File: config.mk
export PLATFORM = sky130hd
export DESIGN_NAME = integer_literal_scanner_unit
export DESIGN_NICKNAME = d
export VERILOG_FILES = /design/src/hw/rtl/ils_pkg.sv /design/src/hw/rtl/integer_literal_scanner_unit.sv
export SDC_FILE = /design/constraint.sdc
export NUM_CORES = 1
export LEC_CHECK = 0
export BUFFER_PORTS_ARGS = -buffer_cell sky130_fd_sc_hd__buf_2
export CORE_MARGIN = 10
export CORE_UTILIZATION = 60
export DETAILED_ROUTE_END_ITERATION = 10
export PLACE_DENSITY = 0.81
export SLEW_MARGIN = 10
export SYNTH_ARGS = -nofsm -noshare
export SYNTH_HDL_FRONTEND = slang
export SYNTH_SLANG_ARGS = --single-unit
File: constraint.sdc
create_clock -name aclk -period 12.7 [get_ports aclk]
set_input_delay 1.905 -clock aclk [delete_from_list [all_inputs] [get_ports aclk]]
set_output_delay 1.905 -clock aclk [all_outputs]
set_load 0.005 [all_outputs]
File: src/hw/rtl/ils_pkg.sv
// types and constants for the integer literal scanner
// used by integer_literal_scanner_unit; depends on nothing
package ils_pkg;

    localparam int CountWidth = 16;
    localparam int ValueWidth = 64;

    typedef enum logic [1:0] {
        PH_IDLE,
        PH_ZERO,
        PH_DIGITS,
        PH_ABSORB
    } phase_t;

    typedef enum logic [1:0] {
        ST_OK       = 2'd0,
        ST_RANGE    = 2'd1,
        ST_OVERFLOW = 2'd2
    } status_t;

    localparam logic [4:0] RADIX_BIN = 5'd2;
    localparam logic [4:0] RADIX_OCT = 5'd8;
    localparam logic [4:0] RADIX_DEC = 5'd10;
    localparam logic [4:0] RADIX_HEX = 5'd16;

    // digit value returned for a byte outside the digit set
    localparam logic [4:0] DIGIT_NONE = 5'd16;

    localparam logic [7:0] CHR_ZERO  = 8'h30;
    localparam logic [7:0] CHR_USCORE = 8'h5F;
    localparam logic [7:0] CHR_X_LO  = 8'h78;
    localparam logic [7:0] CHR_X_UP  = 8'h58;
    localparam logic [7:0] CHR_B_LO  = 8'h62;
    localparam logic [7:0] CHR_B_UP  = 8'h42;
    localparam logic [7:0] CHR_O_LO  = 8'h6F;

    // value of a digit byte: 0-9, a-f, A-F, else DIGIT_NONE
    function automatic logic [4:0] digit_of(input logic [7:0] c);
        logic [4:0] d;
        d = DIGIT_NONE;
        if (c inside {[8'h30:8'h39]}) begin
            d = 5'(c - 8'h30);
        end else if (c inside {[8'h61:8'h66]}) begin
            d = 5'(c - 8'h61 + 8'd10);
        end else if (c inside {[8'h41:8'h46]}) begin
            d = 5'(c - 8'h41 + 8'd10);
        end
        return d;
    endfunction

endpackage

File: src/hw/rtl/integer_literal_scanner_unit.sv
// integer literal scanner: top level, single-pass scan of one byte per cycle
// depends on ils_pkg
//
// usage
//   s_ channel: one source byte per transaction on s_char_in
//   m_ channel: one transaction per finished literal, carrying m_value,
//     m_radix (2, 8, 10 or 16), m_status (0 ok, 1 digit out of range,
//     2 overflow) and m_char_count (bytes of the literal, prefix included)
//   a literal starts on a decimal digit while idle; other idle bytes are
//     dropped; the byte that ends a literal is dropped as well, not rescanned
// timing
//   one byte per cycle sustained while results are taken; the accepted byte
//   is held in the input register while the scan step (base multiply by
//   shift-and-add plus digit add and overflow check) works on it, and the
//   scan state and the result register update as the step advances, so m_valid
//   is registered and rises after the terminating byte leaves the input register
// reset
//   aresetn low clears the scan state to idle, base ten, and drops any byte
//   or result held in the registers
// backpressure
//   while a result waits on m_ready the scan step holds, the input register
//   keeps its byte and s_ready drops until the result is taken
module integer_literal_scanner_unit
    import ils_pkg::*;
(
    input  logic                  aclk,
    input  logic                  aresetn,
    input  logic                  s_valid,
    output logic                  s_ready,
    input  logic [7:0]            s_char_in,
    output logic                  m_valid,
    input  logic                  m_ready,
    output logic [ValueWidth-1:0] m_value,
    output logic [4:0]            m_radix,
    output logic [1:0]            m_status,
    output logic [15:0]           m_char_count
);

    localparam logic [CountWidth-1:0] CountMax = '1;

    // input register
    logic       in_valid_reg, in_valid_next;
    logic [7:0] in_char_reg;

    // scan state
    phase_t                phase_reg, phase_next;
    logic [4:0]            base_reg, base_next;
    logic [ValueWidth-1:0] accum_reg, accum_next;
    status_t               err_reg, err_next;
    logic [CountWidth-1:0] count_reg, count_next;

    // result register
    logic                  out_valid_reg, out_valid_next;
    logic [ValueWidth-1:0] out_value_reg, out_value_next;
    logic [4:0]            out_radix_reg, out_radix_next;
    logic [1:0]            out_status_reg, out_status_next;
    logic [15:0]           out_count_reg, out_count_next;

    logic                  advance;
    logic                  emit;
    logic [7:0]            c;
    logic [4:0]            dval;
    logic                  is_dec;
    logic [ValueWidth+4:0] acc_wide;
    logic [ValueWidth+4:0] prod;
    logic [ValueWidth+4:0] sum;
    logic                  ovf;
    logic [CountWidth-1:0] count_inc;
    logic [31:0]           count_wide;

    // scan step runs when a byte is held and the result slot is free or draining
    assign advance = in_valid_reg && (!out_valid_reg || m_ready);
    assign s_ready = !in_valid_reg || advance;

    assign c      = in_char_reg;
    assign dval   = digit_of(c);
    assign is_dec = (c inside {[8'h30:8'h39]});

    // accumulate step: accum * base + digit, widened to catch overflow
    assign acc_wide = (ValueWidth+5)'(accum_reg);
    always_comb begin
        case (base_reg)
            RADIX_BIN: prod = acc_wide << 1;
            RADIX_OCT: prod = acc_wide << 3;
            RADIX_HEX: prod = acc_wide << 4;
            default:   prod = (acc_wide << 3) + (acc_wide << 1);
        endcase
    end
    assign sum = prod + (ValueWidth+5)'(dval);
    assign ovf = (sum[ValueWidth+4:ValueWidth] != '0);

    // saturating byte count
    assign count_inc = (count_reg == CountMax) ? count_reg : count_reg + 1'b1;

    always_comb begin
        phase_next = phase_reg;
        base_next  = base_reg;
        accum_next = accum_reg;
        err_next   = err_reg;
        count_next = count_reg;
        emit       = 1'b0;
        case (phase_reg)
            PH_IDLE: begin
                if (is_dec) begin
                    base_next  = RADIX_DEC;
                    err_next   = ST_OK;
                    count_next = CountWidth'(1);
                    accum_next = ValueWidth'(dval);
                    phase_next = (c == CHR_ZERO) ? PH_ZERO : PH_DIGITS;
                end
            end
            PH_ABSORB: begin
                if (is_dec) begin
                    count_next = count_inc;
                end else begin
                    emit = 1'b1;
                end
            end
            default: begin
                // after a leading zero or inside the digits
                phase_next = PH_DIGITS;
                if (phase_reg == PH_ZERO && (c == CHR_X_LO || c == CHR_X_UP)) begin
                    base_next  = RADIX_HEX;
                    count_next = count_inc;
                end else if (phase_reg == PH_ZERO &&
                             (c == CHR_B_LO || c == CHR_B_UP)) begin
                    base_next  = RADIX_BIN;
                    count_next = count_inc;
                end else if (phase_reg == PH_ZERO && c == CHR_O_LO) begin
                    base_next  = RADIX_OCT;
                    count_next = count_inc;
                end else if (c == CHR_USCORE) begin
                    count_next = count_inc;
                end else if (dval == DIGIT_NONE) begin
                    emit = 1'b1;
                end else if (dval >= base_reg || ovf) begin
                    // bad digit or overflow: absorb if decimal, else end here
                    err_next   = (dval >= base_reg) ? ST_RANGE : ST_OVERFLOW;
                    accum_next = '0;
                    if (is_dec) begin
                        count_next = count_inc;
                        phase_next = PH_ABSORB;
                    end else begin
                        emit = 1'b1;
                    end
                end else begin
                    accum_next = sum[ValueWidth-1:0];
                    count_next = count_inc;
                end
            end
        endcase

        // result fields taken from the state as it stands at the end
        count_wide      = 32'(count_next);
        out_value_next  = (err_next != ST_OK) ? '0 : accum_next;
        out_radix_next  = base_next;
        out_status_next = err_next;
        out_count_next  = (count_wide > 32'h0000_FFFF) ? 16'hFFFF : count_wide[15:0];

        if (emit) begin
            phase_next = PH_IDLE;
            base_next  = RADIX_DEC;
            accum_next = '0;
            err_next   = ST_OK;
            count_next = '0;
        end
    end

    // valid bits of the two register stages
    always_comb begin
        if (s_valid && s_ready) begin
            in_valid_next = 1'b1;
        end else if (advance) begin
            in_valid_next = 1'b0;
        end else begin
            in_valid_next = in_valid_reg;
        end

        if (advance) begin
            out_valid_next = emit;
        end else if (m_ready) begin
            out_valid_next = 1'b0;
        end else begin
            out_valid_next = out_valid_reg;
        end
    end

    always_ff @(posedge aclk) begin
        if (!aresetn) begin
            in_valid_reg  <= 1'b0;
            out_valid_reg <= 1'b0;
            phase_reg     <= PH_IDLE;
            base_reg      <= RADIX_DEC;
            accum_reg     <= '0;
            err_reg       <= ST_OK;
            count_reg     <= '0;
        end else begin
            in_valid_reg  <= in_valid_next;
            out_valid_reg <= out_valid_next;
            if (advance) begin
                phase_reg <= phase_next;
                base_reg  <= base_next;
                accum_reg <= accum_next;
                err_reg   <= err_next;
                count_reg <= count_next;
            end
        end
    end

    // payload registers, no reset
    always_ff @(posedge aclk) begin
        if (s_valid && s_ready) begin
            in_char_reg <= s_char_in;
        end
        if (advance && emit) begin
            out_value_reg  <= out_value_next;
            out_radix_reg  <= out_radix_next;
            out_status_reg <= out_status_next;
            out_count_reg  <= out_count_next;
        end
    end

    assign m_valid      = out_valid_reg;
    assign m_value      = out_value_reg;
    assign m_radix      = out_radix_reg;
    assign m_status     = out_status_reg;
    assign m_char_count = out_count_reg;

endmodule

==> flow_metrics.py <==
metrics = {
    "run_status": {
        "status": "complete, no violations",
    },
    "floorplanning": {
        "fp.dieH_um": 189,
        "die_area_mm2": 0.0357,
        "die_w_um": 189,
        "rows": 61,
        "core_area_mm2": 0.0279,
        "start_util_pct": 61.3,
        "io_pins": 101,
    },
    "worst_setup_path": {
        "crit_path_top_delay_cell": "or3_1",
        "cp.required_ns": 12.78,
        "cp-start-kind": "register",
        "worstPathArrival_ns": 9.11,
        "path_delay_family": "simple AND/OR/NAND/NOR gates",
        "end_kind": "register",
        "path_cells": "inv_1 > ha_1 > nor2_1 > o21ai_0 > and2_1 > a21oi_1 > a21oi_1 > ha_1 > a21o_1 > a21oi_1 > nor2b_1 > o21ai_0 > nor3_1 > nand4b_1 > nor3_1 > nand4b_1 > nor3_2 > a31oi_1 > o21ai_1 > or3_1 > a21oi_4 > nor2_4 > buf_4",
        "cp_max_fo": 55,
        "slowest_delay_ns": 0.88,
        "timing.critical_path.buf_inv": 2,
        "path_common_cell": "a21oi_1",
        "path_class": "register to register",
    },
    "detailed_routing": {
        "wl_per_cell_um": 24.5,
        "first_iter_violations": 2826,
        "avgViaCountPerCell": 7.13,
        "vias": 18800,
        "drc": 0,
        "ant_nets": 0,
        "drtPass1Iterations": 7,
        "wl_mm": 64.6,
    },
    "place": {
        "pre_cts_slack_ns": 3.92,
        "dp.cells": 2603,
        "portBuffers": 100,
        "place_congestion": 1.08,
        "hpwl_mm": 48.1,
        "placed_area_mm2": 0.0176,
    },
    "layout": {
        "nNetsFinal": 2337,
        "drive_above_1_share_pct": 9.66,
        "area_delta_synth_final_pct": 6.42,
        "final_area_mm2": 0.0182,
        "postLayoutCoreUtil_pct": 65.2,
        "final_cell_count_no_fill": 2637,
    },
    "power_and_ir_drop": {
        "vdd_drop_max_mv": 0.106,
        "p_clk_share_pct": 41.8,
        "p_int_mw": 0.960,
        "switchingPower_mw": 0.371,
        "power_leakage_nw": 6.63,
        "switching_share_pct": 27.9,
        "p_comb_share_pct": 10.2,
        "powerDensity_mw_per_mm2": 73.1,
        "p_seq_share_pct": 48.1,
    },
    "yosys": {
        "synth-edff-count": 95,
        "yosysSeqAreaShare_pct": 27.3,
        "ys_top_cells_by_count": "nand2_1 (386), a21oi_1 (211), nor2_1 (182), o21ai_0 (98), edfxtp_1 (95)",
        "yosys.area.top_type": "edfxtp_1",
        "synth_cell_types": 107,
        "yosysTopAreaCellShare_pct": 16.7,
        "syn_area_mm2": 0.0171,
        "ys_seq_elements": 186,
        "yosys-top-cells-area": "edfxtp_1 (17%), dfxtp_1 (11%), nand2_1 (8.5%), a21oi_1 (6.2%), ha_1 (5.8%)",
        "syn_avg_cell_area_um2": 7.60,
        "syn_nets": 2345,
        "syn_inst": 2252,
        "synthArstFlopShare_pct": 0,
        "synth_most_common_cell": "nand2_1",
        "yosys_warnings": 0,
        "synth-main-ff-cell": "edfxtp_1",
    },
    "sta": {
        "worst_pin_slew_ns": 1.31,
        "setup_viol": 0,
        "slew_headroom_pct": 12.4,
        "hold_viol_final": 0,
        "period_minus_slack_ns": 9.03,
        "rsz0062_at_grt": "no",
        "fin_crit_sh_pct": 71.1,
        "fin_skew_ns": 0.0156,
        "clock.fmax_ghz": 0.111,
        "tns_ns": 0,
        "drv_slew": 0,
        "timing.final.ws_setup_ns": 3.67,
    },
    "clock_network": {
        "numCtsBuffers": 17,
        "cts.sinks": 186,
        "path_clk_slew_ns": 0.07,
        "clockRootBuffer": "clkbuf_16",
        "cts_resized": 0,
        "cts_hold_buf": 0,
        "cts_tree": "yes",
        "clockBufferDepth": 2,
        "clock_latency_ns": 0.46,
        "h-tree-depth": 4,
        "cts_setup_buffers": 0,
    },
    "global_route": {
        "grt_max_degree": 59,
        "grt_pass1_vias": 17700,
        "grt_overflow": 0,
        "grt_pass1_wl_mm": 99.7,
        "use_met1_pct": 44.1,
        "grt.total_usage_pct": 34.7,
        "grtUsageMet3_pct": 6.96,
        "grt_util_met2_pct": 55.3,
        "antenna_found_initial": 0,
        "globalRoute.busiestLayer": "met2",
    },
    "min_path": {
        "min_path_type": "register to register",
    },
    "job": {
        "drv_cap": 0,
    },
}
-- final cells by class --
cell class	count	area (um2)
sequential	186	4670
multi-input combinational	1886	11700
clock inverter	14	164
fill	2432	9720
timing repair buffer	118	636
tap	378	473
clock buffer	18	429
inverter	35	131
antenna	2	5.00
-- kinds of logic (layout without fill, tap and decap cells) --
| family | count (synthesis) | after routing | synth area share, % |
|---|---|---|---|
| adder cells (fa/ha/maj) | 81 | 81 | 6.01 |
| XOR/XNOR | 96 | 96 | 4.96 |
| multiplexers | 19 | 19 | 1.16 |
| AND/OR/NAND/NOR | 929 | 929 | 25.9 |
| buffers and inverters | 180 | 185 | 4.72 |
| flip-flops | 186 | 186 | 27.3 |
| other | 0 | 2 | 0 |
| AO/OA/AOI/OAI | 761 | 761 | 29.9 |
-- layer usage --
metal | up-vias | wire length (um)
li1 | 8474 | -
met2 | 1333 | 29200
met1 | 8761 | 24600
met4 | 0 | 3180
met3 | 240 | 7600
met5 | - | 0
-- worst min-delay path, cell delays in order (launching register included) --
cell	delay, ns
dfxtp_1	0.31
nand2_1	0.05
a21oi_1	0.05
-- cell usage in the layout (no fill, tap or decap), types with 18 or more instances in the layout --
| cell | netlist | layout |
|---|---|---|
| nand2_1 | 386 | 386 |
| o22ai_1 | 53 | 53 |
| nor2_1 | 182 | 180 |
| and3_1 | 32 | 31 |
| xor2_1 | 39 | 39 |
| nand4_1 | 51 | 51 |
| a22oi_1 | 70 | 70 |
| a22o_1 | 23 | 23 |
| o211ai_1 | 30 | 30 |
| nand3_1 | 45 | 45 |
| inv_1 | 34 | 34 |
| a21oi_1 | 211 | 211 |
| buf_4 | 5 | 18 |
| o21a_1 | 18 | 18 |
| o21ai_1 | 37 | 37 |
| a31oi_1 | 19 | 19 |
| edfxtp_1 | 95 | 95 |
| a21o_1 | 21 | 21 |
| dfxtp_1 | 91 | 91 |
| xnor2_1 | 56 | 56 |
| ha_1 | 79 | 79 |
| nor3_1 | 73 | 73 |
| o31ai_1 | 19 | 19 |
| buf_2 | 61 | 100 |
| a211oi_1 | 23 | 23 |
| o21ai_0 | 98 | 98 |
-- power groups by stage --
stage,Combinational [mW],Sequential (mW),Clock (mW)
after floorplan,0.0865,0.653,0
after global placement,0.128,0.653,0
after detailed placement,0.129,0.653,0
after CTS,0.130,0.640,0.553
after global routing,0.142,0.640,0.574
final,0.135,0.640,0.556
-- per-stage QoR --
stage,hold slack [ns],power (mW)
after global routing,0.471,1.36
after CTS,0.457,1.32
final,0.458,1.33
after global placement,0.434,0.782
after floorplan,0.427,0.739
after detailed placement,0.446,0.782
-- final timing paths --
check / from / end / slack [ns] / cells after the start
setup / recovery: c[0] / m_value[12] / 3.67 / 23
hold / removal: err_reg[1] / err_reg[1] / 0.46 / 2
setup reg to reg: c[0] / m_value[12] / 3.67 / 23
hold reg to reg: err_reg[1] / err_reg[1] / 0.46 / 2
Note: power is estimated with default switching activity, not from simulation.
